`config.mk`:
```
export PLATFORM = sky130hd
export DESIGN_NAME = infix_expression_evaluator
export DESIGN_NICKNAME = d
export VERILOG_FILES = /design/src/hdl/iee_pkg.sv /design/src/hdl/iee_ram.sv /design/src/hdl/iee_alu.sv /design/src/hdl/infix_expression_evaluator.sv
export VERILOG_INCLUDE_DIRS = /design/src /design/src/hdl
export SDC_FILE = /design/constraint.sdc
export NUM_CORES = 2
export LEC_CHECK = 0
export ABC_AREA = 1
export CAP_MARGIN = 30
export CORE_MARGIN = 10
export CORE_UTILIZATION = 55
export CTS_CLUSTER_DIAMETER = 200
export DETAILED_ROUTE_END_ITERATION = 12
export DONT_BUFFER_PORTS = 1
export PLACE_DENSITY = 0.7
export SETUP_SLACK_MARGIN = 0.05
export SLEW_MARGIN = 10
export SYNTH_ARGS = -nofsm -noshare
export SYNTH_HDL_FRONTEND = slang
export SYNTH_SLANG_ARGS = --single-unit
```
`constraint.sdc`:
```
create_clock -name clk -period 6.05 [get_ports clk]
set_input_delay 0.9075 -clock clk [delete_from_list [all_inputs] [get_ports clk]]
set_output_delay 0.9075 -clock clk [all_outputs]
set_load 0.1 [all_outputs]
```
`src/hdl/infix_expression_evaluator_macros.svh`:
```
// ----------------------------------------------------------------------------
// infix_expression_evaluator_macros.svh
// Concurrent assertion shorthands; they expect clk and rst_n in scope.
// ----------------------------------------------------------------------------
`ifndef INFIX_EXPRESSION_EVALUATOR_MACROS_SVH
`define INFIX_EXPRESSION_EVALUATOR_MACROS_SVH

// condition holds at every clock edge out of reset
`define IEE_ASSERT_ALWAYS(lbl, cond, msg) \
    lbl: assert property (@(posedge clk) disable iff (!rst_n) (cond)) else $error(msg);

// same-cycle implication
`define IEE_ASSERT_IMPLY(lbl, ante, cons, msg) \
    lbl: assert property (@(posedge clk) disable iff (!rst_n) (ante) |-> (cons)) \
        else $error(msg);

// next-cycle implication
`define IEE_ASSERT_NEXT(lbl, ante, cons, msg) \
    lbl: assert property (@(posedge clk) disable iff (!rst_n) (ante) |=> (cons)) \
        else $error(msg);

`endif

```
`src/hdl/iee_pkg.sv`:
```
// ----------------------------------------------------------------------------
// iee_pkg
// Shared codes, types and helpers of the infix expression evaluator.
// ----------------------------------------------------------------------------
package iee_pkg;

    localparam int STACK_DEPTH_DEF = 16;
    localparam int VALUE_WIDTH_DEF = 32;

    typedef logic [2:0] opcode_t;
    localparam opcode_t OP_ADD    = 3'd1;
    localparam opcode_t OP_SUB    = 3'd2;
    localparam opcode_t OP_MUL    = 3'd3;
    localparam opcode_t OP_DIV    = 3'd4;
    localparam opcode_t OP_LPAREN = 3'd5;

    typedef logic [1:0] status_t;
    localparam status_t ST_OK        = 2'd0;
    localparam status_t ST_DIVZERO   = 2'd1;
    localparam status_t ST_MALFORMED = 2'd2;
    localparam status_t ST_OVERFLOW  = 2'd3;

    localparam logic [7:0] ASC_PLUS   = 8'h2B;
    localparam logic [7:0] ASC_MINUS  = 8'h2D;
    localparam logic [7:0] ASC_STAR   = 8'h2A;
    localparam logic [7:0] ASC_SLASH  = 8'h2F;
    localparam logic [7:0] ASC_LPAREN = 8'h28;
    localparam logic [7:0] ASC_RPAREN = 8'h29;
    localparam logic [7:0] ASC_ZERO   = 8'h30;
    localparam logic [7:0] ASC_NINE   = 8'h39;

    // request to the shared arithmetic unit
    typedef struct packed {
        logic    start;
        opcode_t op;
    } alu_req_t;

    function automatic logic is_high_prec(opcode_t op);
        return (op == OP_MUL) || (op == OP_DIV);
    endfunction

endpackage

```
`src/hdl/iee_ram.sv`:
```
// ----------------------------------------------------------------------------
// iee_ram
// Stack storage: one write port, one read port with registered read data.
// ----------------------------------------------------------------------------
module iee_ram #(
    parameter int WIDTH = 8,
    parameter int DEPTH = 16
) (
    input  logic                     clk,
    input  logic                     we,
    input  logic [$clog2(DEPTH)-1:0] waddr,
    input  logic [WIDTH-1:0]         wdata,
    input  logic [$clog2(DEPTH)-1:0] raddr,
    output logic [WIDTH-1:0]         rdata
);

    logic [WIDTH-1:0] mem [DEPTH];

    always_ff @(posedge clk)
    begin
        if (we)
        begin
            mem[waddr] <= wdata;
        end
        rdata <= mem[raddr];
    end

endmodule

```
`src/hdl/iee_alu.sv`:
```
// ----------------------------------------------------------------------------
// iee_alu
// Shared arithmetic unit: add/sub done the cycle after the request, shift-add
// multiply and restoring divide at one bit per cycle. Wrapping, truncating toward zero.
// ----------------------------------------------------------------------------
module iee_alu #(
    parameter int WIDTH = 32
) (
    input  logic             clk,
    input  logic             rst_n,
    input  iee_pkg::alu_req_t req,
    input  logic [WIDTH-1:0] a,
    input  logic [WIDTH-1:0] b,
    output logic             done,
    output logic [WIDTH-1:0] result
);

    import iee_pkg::*;

    localparam int CW = $clog2(WIDTH + 1);

    logic             busy_reg, busy_next;
    logic             done_reg, done_next;
    logic             div_reg,  div_next;
    logic             neg_reg,  neg_next;
    logic [CW-1:0]    cnt_reg,  cnt_next;
    logic [WIDTH-1:0] acc_reg,  acc_next;
    logic [WIDTH-1:0] x_reg,    x_next;
    logic [WIDTH-1:0] y_reg,    y_next;
    logic [WIDTH-1:0] rem_reg,  rem_next;

    logic [WIDTH:0]   rem_sh;
    logic [WIDTH:0]   diff;

    always_comb
    begin
        busy_next = busy_reg;
        done_next = 1'b0;
        div_next  = div_reg;
        neg_next  = neg_reg;
        cnt_next  = cnt_reg;
        acc_next  = acc_reg;
        x_next    = x_reg;
        y_next    = y_reg;
        rem_next  = rem_reg;

        rem_sh = {rem_reg, x_reg[WIDTH-1]};
        diff   = rem_sh - {1'b0, y_reg};

        if (req.start)
        begin
            case (req.op)
                OP_SUB:
                begin
                    acc_next  = a - b;
                    done_next = 1'b1;
                end
                OP_MUL:
                begin
                    acc_next  = '0;
                    x_next    = a;
                    y_next    = b;
                    div_next  = 1'b0;
                    cnt_next  = CW'(WIDTH);
                    busy_next = 1'b1;
                end
                OP_DIV:
                begin
                    rem_next  = '0;
                    x_next    = a[WIDTH-1] ? -a : a;
                    y_next    = b[WIDTH-1] ? -b : b;
                    neg_next  = a[WIDTH-1] ^ b[WIDTH-1];
                    div_next  = 1'b1;
                    cnt_next  = CW'(WIDTH);
                    busy_next = 1'b1;
                end
                default:
                begin
                    acc_next  = a + b;
                    done_next = 1'b1;
                end
            endcase
        end
        else if (busy_reg)
        begin
            if (cnt_reg == '0)
            begin
                // sign fix of the quotient in its own cycle
                if (div_reg)
                begin
                    acc_next = neg_reg ? -x_reg : x_reg;
                end
                busy_next = 1'b0;
                done_next = 1'b1;
            end
            else
            begin
                cnt_next = cnt_reg - CW'(1);
                if (div_reg)
                begin
                    if (!diff[WIDTH])
                    begin
                        rem_next = diff[WIDTH-1:0];
                        x_next   = {x_reg[WIDTH-2:0], 1'b1};
                    end
                    else
                    begin
                        rem_next = rem_sh[WIDTH-1:0];
                        x_next   = {x_reg[WIDTH-2:0], 1'b0};
                    end
                end
                else
                begin
                    if (y_reg[0])
                    begin
                        acc_next = acc_reg + x_reg;
                    end
                    x_next = {x_reg[WIDTH-2:0], 1'b0};
                    y_next = {1'b0, y_reg[WIDTH-1:1]};
                end
            end
        end
    end

    always_ff @(posedge clk or negedge rst_n)
    begin
        if (!rst_n)
        begin
            busy_reg <= 1'b0;
            done_reg <= 1'b0;
        end
        else
        begin
            busy_reg <= busy_next;
            done_reg <= done_next;
        end
    end

    always_ff @(posedge clk)
    begin
        div_reg <= div_next;
        neg_reg <= neg_next;
        cnt_reg <= cnt_next;
        acc_reg <= acc_next;
        x_reg   <= x_next;
        y_reg   <= y_next;
        rem_reg <= rem_next;
    end

    assign done   = done_reg;
    assign result = acc_reg;

endmodule

```
`src/hdl/infix_expression_evaluator.sv`:
```
// ----------------------------------------------------------------------------
// infix_expression_evaluator
// A digit or '(' is taken in S_IDLE and finished in S_END. An operator or ')'
// passes S_TOP, then S_TOPCHK if the operator stack is not empty, and for each
// operator it pops S_RDB, S_RDA, S_GO and S_WAIT until the shared ALU is done.
// The word marked last adds the final drain, S_CHK and S_OUT before the result.
// Throughput: one word at a time, set by the sequencer and the shared ALU.
// Reset: asynchronous, clears counters, error and handshake state; stacks hold.
// ----------------------------------------------------------------------------
module infix_expression_evaluator #(
    parameter int STACK_DEPTH = iee_pkg::STACK_DEPTH_DEF,
    parameter int VALUE_WIDTH = iee_pkg::VALUE_WIDTH_DEF
) (
    input  logic        clk,
    input  logic        rst_n,
    input  logic        s_axis_tvalid,
    output logic        s_axis_tready,
    input  logic [7:0]  s_axis_tdata,   // [7:0] symbol
    input  logic        s_axis_tlast,
    output logic        m_axis_tvalid,
    input  logic        m_axis_tready,
    output logic [31:0] m_axis_tdata,   // [31:0] value
    output logic [1:0]  m_axis_tuser    // [1:0] status
);

    import iee_pkg::*;
    `include "infix_expression_evaluator_macros.svh"

    localparam int AW   = $clog2(STACK_DEPTH);
    localparam int CNTW = $clog2(STACK_DEPTH + 1);

    localparam logic [3:0] S_IDLE   = 4'd0;
    localparam logic [3:0] S_END    = 4'd1;
    localparam logic [3:0] S_TOP    = 4'd2;
    localparam logic [3:0] S_TOPCHK = 4'd3;
    localparam logic [3:0] S_RDB    = 4'd4;
    localparam logic [3:0] S_RDA    = 4'd5;
    localparam logic [3:0] S_GO     = 4'd6;
    localparam logic [3:0] S_WAIT   = 4'd7;
    localparam logic [3:0] S_CHK    = 4'd8;
    localparam logic [3:0] S_OUT    = 4'd9;

    logic [3:0]             state_reg,  state_next;
    logic [7:0]             sym_reg,    sym_next;
    logic                   last_reg,   last_next;
    logic                   fin_reg,    fin_next;
    opcode_t                newop_reg,  newop_next;
    opcode_t                top_reg,    top_next;
    logic [VALUE_WIDTH-1:0] b_reg,      b_next;
    logic [CNTW-1:0]        vcnt_reg,   vcnt_next;
    logic [CNTW-1:0]        opcnt_reg,  opcnt_next;
    logic [CNTW-1:0]        binops_reg, binops_next;
    status_t                err_reg,    err_next;
    logic                   mvalid_reg, mvalid_next;
    logic [31:0]            mdata_reg,  mdata_next;
    status_t                muser_reg,  muser_next;

    logic                   val_we;
    logic [AW-1:0]          val_waddr;
    logic [VALUE_WIDTH-1:0] val_wdata;
    logic [AW-1:0]          val_raddr;
    logic [VALUE_WIDTH-1:0] val_rdata;
    logic                   op_we;
    logic [AW-1:0]          op_waddr;
    opcode_t                op_wdata;
    opcode_t                op_rdata;

    alu_req_t               alu_req;
    logic                   alu_done;
    logic [VALUE_WIDTH-1:0] alu_result;

    logic [CNTW-1:0]        vm1, vm2, opm1;
    logic                   eq_bin, eq_bin1;
    logic                   in_digit, in_op, in_lp, in_rp;
    opcode_t                in_opcode;
    logic [7:0]             digit;
    logic                   close_mode;
    logic                   vfull, ofull;
    status_t                fin_status;

    iee_ram #(
        .WIDTH (VALUE_WIDTH),
        .DEPTH (STACK_DEPTH)
    ) u_value_stack (
        .clk   (clk),
        .we    (val_we),
        .waddr (val_waddr),
        .wdata (val_wdata),
        .raddr (val_raddr),
        .rdata (val_rdata)
    );

    iee_ram #(
        .WIDTH ($bits(opcode_t)),
        .DEPTH (STACK_DEPTH)
    ) u_op_stack (
        .clk   (clk),
        .we    (op_we),
        .waddr (op_waddr),
        .wdata (op_wdata),
        .raddr (opm1[AW-1:0]),
        .rdata (op_rdata)
    );

    iee_alu #(
        .WIDTH (VALUE_WIDTH)
    ) u_alu (
        .clk    (clk),
        .rst_n  (rst_n),
        .req    (alu_req),
        .a      (val_rdata),
        .b      (b_reg),
        .done   (alu_done),
        .result (alu_result)
    );

    always_comb
    begin
        vm1  = vcnt_reg - CNTW'(1);
        vm2  = vcnt_reg - CNTW'(2);
        opm1 = opcnt_reg - CNTW'(1);

        // operand expected when values match binary operators
        eq_bin  = ((CNTW+1)'(vcnt_reg) == (CNTW+1)'(binops_reg));
        eq_bin1 = ((CNTW+1)'(vcnt_reg) == ((CNTW+1)'(binops_reg) + (CNTW+1)'(1)));
        vfull   = (vcnt_reg == CNTW'(STACK_DEPTH));
        ofull   = (opcnt_reg == CNTW'(STACK_DEPTH));

        in_digit = s_axis_tdata inside {[ASC_ZERO:ASC_NINE]};
        in_op    = s_axis_tdata inside {ASC_PLUS, ASC_MINUS, ASC_STAR, ASC_SLASH};
        in_lp    = (s_axis_tdata == ASC_LPAREN);
        in_rp    = (s_axis_tdata == ASC_RPAREN);
        digit    = s_axis_tdata - ASC_ZERO;
        case (s_axis_tdata)
            ASC_MINUS: in_opcode = OP_SUB;
            ASC_STAR:  in_opcode = OP_MUL;
            ASC_SLASH: in_opcode = OP_DIV;
            default:   in_opcode = OP_ADD;
        endcase

        close_mode = (sym_reg == ASC_RPAREN);

        if (err_reg != ST_OK)
        begin
            fin_status = err_reg;
        end
        else if (vcnt_reg != CNTW'(1))
        begin
            fin_status = ST_MALFORMED;
        end
        else
        begin
            fin_status = ST_OK;
        end
    end

    always_comb
    begin
        state_next  = state_reg;
        sym_next    = sym_reg;
        last_next   = last_reg;
        fin_next    = fin_reg;
        newop_next  = newop_reg;
        top_next    = top_reg;
        b_next      = b_reg;
        vcnt_next   = vcnt_reg;
        opcnt_next  = opcnt_reg;
        binops_next = binops_reg;
        err_next    = err_reg;
        mvalid_next = mvalid_reg;
        mdata_next  = mdata_reg;
        muser_next  = muser_reg;

        val_we    = 1'b0;
        val_waddr = vcnt_reg[AW-1:0];
        val_wdata = VALUE_WIDTH'(digit[3:0]);
        val_raddr = '0;
        op_we     = 1'b0;
        op_waddr  = opcnt_reg[AW-1:0];
        op_wdata  = newop_reg;
        alu_req   = '0;

        s_axis_tready = (state_reg == S_IDLE);

        if (mvalid_reg && m_axis_tready)
        begin
            mvalid_next = 1'b0;
        end

        case (state_reg)
            S_IDLE:
            begin
                if (s_axis_tvalid)
                begin
                    sym_next   = s_axis_tdata;
                    last_next  = s_axis_tlast;
                    newop_next = in_opcode;
                    state_next = S_END;
                    if (err_reg == ST_OK)
                    begin
                        if (in_digit)
                        begin
                            if (!eq_bin)
                            begin
                                err_next = ST_MALFORMED;
                            end
                            else if (vfull)
                            begin
                                err_next = ST_OVERFLOW;
                            end
                            else
                            begin
                                val_we    = 1'b1;
                                vcnt_next = vcnt_reg + CNTW'(1);
                            end
                        end
                        else if (in_lp)
                        begin
                            if (!eq_bin)
                            begin
                                err_next = ST_MALFORMED;
                            end
                            else if (ofull)
                            begin
                                err_next = ST_OVERFLOW;
                            end
                            else
                            begin
                                op_we      = 1'b1;
                                op_wdata   = OP_LPAREN;
                                opcnt_next = opcnt_reg + CNTW'(1);
                            end
                        end
                        else if (in_rp || in_op)
                        begin
                            if (!eq_bin1)
                            begin
                                err_next = ST_MALFORMED;
                            end
                            else
                            begin
                                state_next = S_TOP;
                            end
                        end
                        else
                        begin
                            err_next = ST_MALFORMED;
                        end
                    end
                end
            end

            S_END:
            begin
                if (!last_reg)
                begin
                    state_next = S_IDLE;
                end
                else if (err_reg != ST_OK)
                begin
                    state_next = S_OUT;
                end
                else if (!eq_bin1)
                begin
                    err_next   = ST_MALFORMED;
                    state_next = S_OUT;
                end
                else
                begin
                    fin_next   = 1'b1;
                    state_next = S_TOP;
                end
            end

            S_TOP:
            begin
                if (opcnt_reg == '0)
                begin
                    if (fin_reg)
                    begin
                        state_next = S_CHK;
                    end
                    else if (close_mode)
                    begin
                        err_next   = ST_MALFORMED;
                        state_next = S_END;
                    end
                    else
                    begin
                        op_we       = 1'b1;
                        opcnt_next  = opcnt_reg + CNTW'(1);
                        binops_next = binops_reg + CNTW'(1);
                        state_next  = S_END;
                    end
                end
                else
                begin
                    state_next = S_TOPCHK;
                end
            end

            S_TOPCHK:
            begin
                top_next = op_rdata;
                if (fin_reg)
                begin
                    if (op_rdata == OP_LPAREN)
                    begin
                        err_next   = ST_MALFORMED;
                        state_next = S_END;
                    end
                    else
                    begin
                        state_next = S_RDB;
                    end
                end
                else if (close_mode)
                begin
                    if (op_rdata == OP_LPAREN)
                    begin
                        opcnt_next = opm1;
                        state_next = S_END;
                    end
                    else
                    begin
                        state_next = S_RDB;
                    end
                end
                else if ((op_rdata == OP_LPAREN) ||
                         (!is_high_prec(op_rdata) && is_high_prec(newop_reg)))
                begin
                    // '(' is never popped by precedence
                    if (ofull)
                    begin
                        err_next = ST_OVERFLOW;
                    end
                    else
                    begin
                        op_we       = 1'b1;
                        opcnt_next  = opcnt_reg + CNTW'(1);
                        binops_next = binops_reg + CNTW'(1);
                    end
                    state_next = S_END;
                end
                else
                begin
                    state_next = S_RDB;
                end
            end

            S_RDB:
            begin
                if (vcnt_reg < CNTW'(2))
                begin
                    err_next   = ST_MALFORMED;
                    state_next = S_END;
                end
                else
                begin
                    val_raddr  = vm1[AW-1:0];
                    state_next = S_RDA;
                end
            end

            S_RDA:
            begin
                b_next     = val_rdata;
                val_raddr  = vm2[AW-1:0];
                state_next = S_GO;
            end

            S_GO:
            begin
                val_raddr = vm2[AW-1:0];
                if ((top_reg == OP_DIV) && (b_reg == '0))
                begin
                    err_next   = ST_DIVZERO;
                    state_next = S_END;
                end
                else
                begin
                    alu_req.start = 1'b1;
                    alu_req.op    = top_reg;
                    state_next    = S_WAIT;
                end
            end

            S_WAIT:
            begin
                if (alu_done)
                begin
                    val_we      = 1'b1;
                    val_waddr   = vm2[AW-1:0];
                    val_wdata   = alu_result;
                    vcnt_next   = vm1;
                    opcnt_next  = opm1;
                    binops_next = binops_reg - CNTW'(1);
                    state_next  = S_TOP;
                end
            end

            S_CHK:
            begin
                // read data at stack bottom is valid next cycle
                state_next = S_OUT;
            end

            S_OUT:
            begin
                if (!mvalid_reg || m_axis_tready)
                begin
                    mvalid_next = 1'b1;
                    muser_next  = fin_status;
                    mdata_next  = (fin_status == ST_OK) ? 32'(val_rdata) : '0;
                    vcnt_next   = '0;
                    opcnt_next  = '0;
                    binops_next = '0;
                    err_next    = ST_OK;
                    fin_next    = 1'b0;
                    state_next  = S_IDLE;
                end
            end

            default:
            begin
                state_next = S_IDLE;
            end
        endcase
    end

    always_ff @(posedge clk or negedge rst_n)
    begin
        if (!rst_n)
        begin
            state_reg  <= S_IDLE;
            fin_reg    <= 1'b0;
            vcnt_reg   <= '0;
            opcnt_reg  <= '0;
            binops_reg <= '0;
            err_reg    <= ST_OK;
            mvalid_reg <= 1'b0;
        end
        else
        begin
            state_reg  <= state_next;
            fin_reg    <= fin_next;
            vcnt_reg   <= vcnt_next;
            opcnt_reg  <= opcnt_next;
            binops_reg <= binops_next;
            err_reg    <= err_next;
            mvalid_reg <= mvalid_next;
        end
    end

    always_ff @(posedge clk)
    begin
        sym_reg   <= sym_next;
        last_reg  <= last_next;
        newop_reg <= newop_next;
        top_reg   <= top_next;
        b_reg     <= b_next;
        mdata_reg <= mdata_next;
        muser_reg <= muser_next;
    end

    assign m_axis_tvalid = mvalid_reg;
    assign m_axis_tdata  = mdata_reg;
    assign m_axis_tuser  = muser_reg;

    `IEE_ASSERT_ALWAYS(a_binops_le_ops, binops_reg <= opcnt_reg,
        "binary op count exceeds op count")
    `IEE_ASSERT_ALWAYS(a_counts_in_range,
        (vcnt_reg <= CNTW'(STACK_DEPTH)) && (opcnt_reg <= CNTW'(STACK_DEPTH)),
        "stack count out of range")
    `IEE_ASSERT_IMPLY(a_err_value_zero, m_axis_tvalid && (m_axis_tuser != ST_OK),
        m_axis_tdata == '0, "nonzero value with error status")
    `IEE_ASSERT_IMPLY(a_alu_done_in_wait, alu_done, state_reg == S_WAIT,
        "ALU result outside wait state")
    `IEE_ASSERT_NEXT(a_accept_to_end, s_axis_tvalid && s_axis_tready,
        (state_reg == S_END) || (state_reg == S_TOP), "bad state after word accept")

endmodule
```
==> impl_metrics.json <==
{
  "start_util_pct": 55.3,
  "netlist_top_cells_count": "1733 x nand2_1, 782 x inv_1, 777 x edfxtp_1",
  "coreArea_sq_um": 85000,
  "largest_register_ff_count": 512,
  "setup_viol_count_final": 0,
  "crit_type": "reg -> reg",
  "syn_nets": 5753,
  "yosys_register_bits": 837,
  "max_freq_mhz": 233,
  "slew_headroom_pct": 29.4,
  "clk_latency_ns": 0.68,
  "cts_root_buf": "clkbuf_16",
  "startpoint_type": "flop",
  "placed_area_sq_um": 48500,
  "worst_setup_path_end_kind": "flop",
  "startpoint": "state_reg[3]$_DFFE_PN0P_",
  "drive_gt1_share_pct": 5.70,
  "period_share_pct": 70.8,
  "clkTransAtPathRegs_ns": 0.06,
  "grt_max_degree": 143,
  "clk_path_buf_depth": 3,
  "skew_ns": 0.0371,
  "ys_top_cells_by_area": "edfxtp_1 50%, nand2_1 14%, inv_1 6.2%",
  "fin_area_sq_um": 51600,
  "finalMaxSlewViolations": 0,
  "crit_buf_inv": 5,
  "worstHoldPathType": "in -> async",
  "tightestPinTransition_ns": 1.06,
  "reg2reg_from": "state_reg[3]$_DFFE_PN0P_",
  "async_flop_share_pct": 2.99,
  "dieWidth_microns": 312,
  "synth_edf_count": 777,
  "power_per_cell_area_nw_per_um2": 284,
  "fillCellCount": 7477,
  "ys_warn_count": 0,
  "synth_largest_area_cell": "edfxtp_1",
  "port_buffers": 0,
  "final_nets": 5742,
  "synth_cell_types": 52,
  "areaGrowthSynthToFinish_pct": 9.85,
  "routedWlPerCell_microns": 21.1,
  "crit_fanout": 28,
  "grt_first_pass_wirelength_microns": 218000,
  "cp.required_ns": 6.39,
  "dieHeight_microns": 312,
  "critPathCapture": "u_value_stack.mem[7][13]$_DFFE_PP_",
  "syn_area_sq_um": 47000,
  "largest_register": "u_value_stack.mem",
  "drc": 0,
  "leakagePower_uw": 0.0224,
  "cts_tree": "yes",
  "rows": 107,
  "r2r-end": "u_value_stack.mem[7][13]$_DFFE_PP_",
  "diodes": 0,
  "overflow": 0,
  "rsz0062_at_grt": "no",
  "period_minus_slack_ns": 4.28,
  "wl_microns": 144000,
  "critPathTopFamily": "simple AND/OR/NAND/NOR gates",
  "crit_slowest_cell": "nor2_4",
  "die-area_sq_um": 97500,
  "crit_path_frequent_cell": "inv_1",
  "seq_area_frac_synth_pct": 52.5,
  "antenna_found_initial": 2,
  "detail-route-antenna-nets": 0,
  "cts.htree.levels": 3,
  "grt_use_total_pct": 28.8,
  "cp.arrival_ns": 4.63,
  "post_cts_resized": 0,
  "ios": 49,
  "drt_iter0_drc": 4133,
  "slowest_delay_ns": 0.65,
  "reg_top3": "u_value_stack.mem (512), u_op_stack.mem (48)",
  "vias": 38500,
  "viasPerCell": 5.63,
  "path_cells": "inv_1 > nand4_2 > buf_4 > inv_1 > nand2_1 > inv_1 > o21ai_0 > nand3_1 > nor2_4 > buf_4",
  "dp_hpwl_microns": 103000,
  "grt_pass1_vias": 35800,
  "finalHoldViolCount": 0,
  "postCtsHoldBufs": 1,
  "dr.pass1.iters": 6,
  "synth_top_area_share_pct": 49.7,
  "cts_num_sinks": 837,
  "avgSynthCellArea_sq_um": 8.36,
  "ys.flop_type": "edfxtp_1",
  "drv_cap": 0,
  "routabilityCongestion": 0.962,
  "vdd_drop_max_v": 0.000300,
  "cts_inserted_buffers": 90,
  "worstRegToRegCells": 10,
  "synth_cells": 5620,
  "synth.most_common_cell": "nand2_1",
  "regToRegSetupSlack_ns": 1.77,
  "cp.depth": 10,
  "tns_ns": 0,
  "outcome": "complete, no violations",
  "cts_setup_buffers": 0
}
-- area by class of cell --
cell class,count,area [sq um],share of cell area (%)
multi-input combinational,3795,18600,36.0
clock buffer,115,2440,4.72
inverter,787,2950,5.72
tap,1144,1430,2.77
sequential,837,24700,47.8
timing repair buffer,98,1010,1.96
clock inverter,49,508,0.984
-- cells in the final DEF, fill, tap and decap left out, types with 9 or more instances in the layout --
cell type / instances
nand2_1: 1731
inv_1: 782
edfxtp_1: 777
nor2_1: 520
nand3_1: 500
o211ai_1: 225
o21ai_0: 216
a21oi_1: 127
ha_1: 116
clkbuf_16: 91
buf_4: 75
xor2_1: 65
nand4_1: 45
or2_2: 43
nor3_1: 38
dfxtp_1: 34
dfrtp_1: 25
nor2_4: 23
xnor2_1: 21
clkinv_2: 20
clkbuf_1: 17
nand3b_1: 16
a31oi_1: 14
clkinv_1: 14
o21bai_1: 10
buf_12: 9
-- report_power, final --
group | switching [uW] | internal [uW] | total, uW | leakage (uW)
Combinational | 1480 | 641 | 2120 | 0.0143
Clock | 2350 | 3130 | 5480 | 0.00145
Sequential | 590 | 6450 | 7040 | 0.00664
Total | 4420 | 10200 | 14600 | 0.0224
-- worst register-to-register path, stage by stage, from the launching register on --
cell     delay (ns)
dfrtp_1        0.40
inv_1          0.13
nand4_2        0.08
buf_4          0.34
inv_1          0.28
nand2_1        0.55
inv_1          0.27
o21ai_0        0.41
nand3_1        0.41
nor2_4         0.65
buf_4          0.42
-- kinds of logic (layout without fill, tap and decap cells) --
family,Yosys count,after routing,synth area share (%)
AND/OR/NAND/NOR,2945,2945,25.8
AO/OA/AOI/OAI,639,639,8.38
XOR/XNOR,86,86,1.60
buffers and inverters,988,1049,8.37
multiplexers,5,5,0.107
adder cells (fa/ha/maj),120,120,3.26
flip-flops,837,837,52.5
-- how the worst min path moves through the flow --
| stage | startpoint | endpoint | slack, ns | cells past startpoint |
|---|---|---|---|---|
| 3_3_place_gp | err_reg[1]$_DFFE_PN0P_ | err_reg[1]$_DFFE_PN0P_ | 0.49 | 2 |
| 4_1_cts | rst_n | binops_reg[2]$_DFFE_PN0P_ | 0.03 | 1 |
| 3_5_place_dp | err_reg[1]$_DFFE_PN0P_ | err_reg[1]$_DFFE_PN0P_ | 0.50 | 2 |
| 5_1_grt | rst_n | err_reg[1]$_DFFE_PN0P_ | 0.04 | 1 |
| 6_report | rst_n | err_reg[1]$_DFFE_PN0P_ | 0.06 | 1 |
| 2_1_floorplan | u_value_stack.rdata[0]$_DFF_P_ | b_reg[0]$_DFFE_PP_ | 0.41 | 0 |
-- per-layer routing --
metal | wire length, microns | vias to the layer above | GRT usage (%)
met2 | 65800 | 1589 | 45.7
met5 | 0 | - | 0
met4 | 6370 | 0 | 11.7
li1 | - | 18600 | -
met1 | 61700 | 18000 | 39.6
met3 | 10400 | 326 | 4.16
-- through the flow --
stage | hold slack [ns] | std cells | total power (uW) | utilization [%] | worst slack (ns)
after floorplan | 0.408 | 5620 | 8530 | - | 1.75
after global placement | 0.488 | 6626 | 9160 | 56.6 | 1.87
after detailed placement | 0.504 | 6651 | 9210 | 57.1 | 1.72
after CTS | 0.0268 | 6816 | 14700 | 60.6 | 1.72
after global routing | 0.0410 | 6825 | 15200 | 60.7 | 1.42
final | 0.0622 | 6825 | 14600 | 60.7 | 1.77
Note: power is estimated with default switching activity, not from simulation.
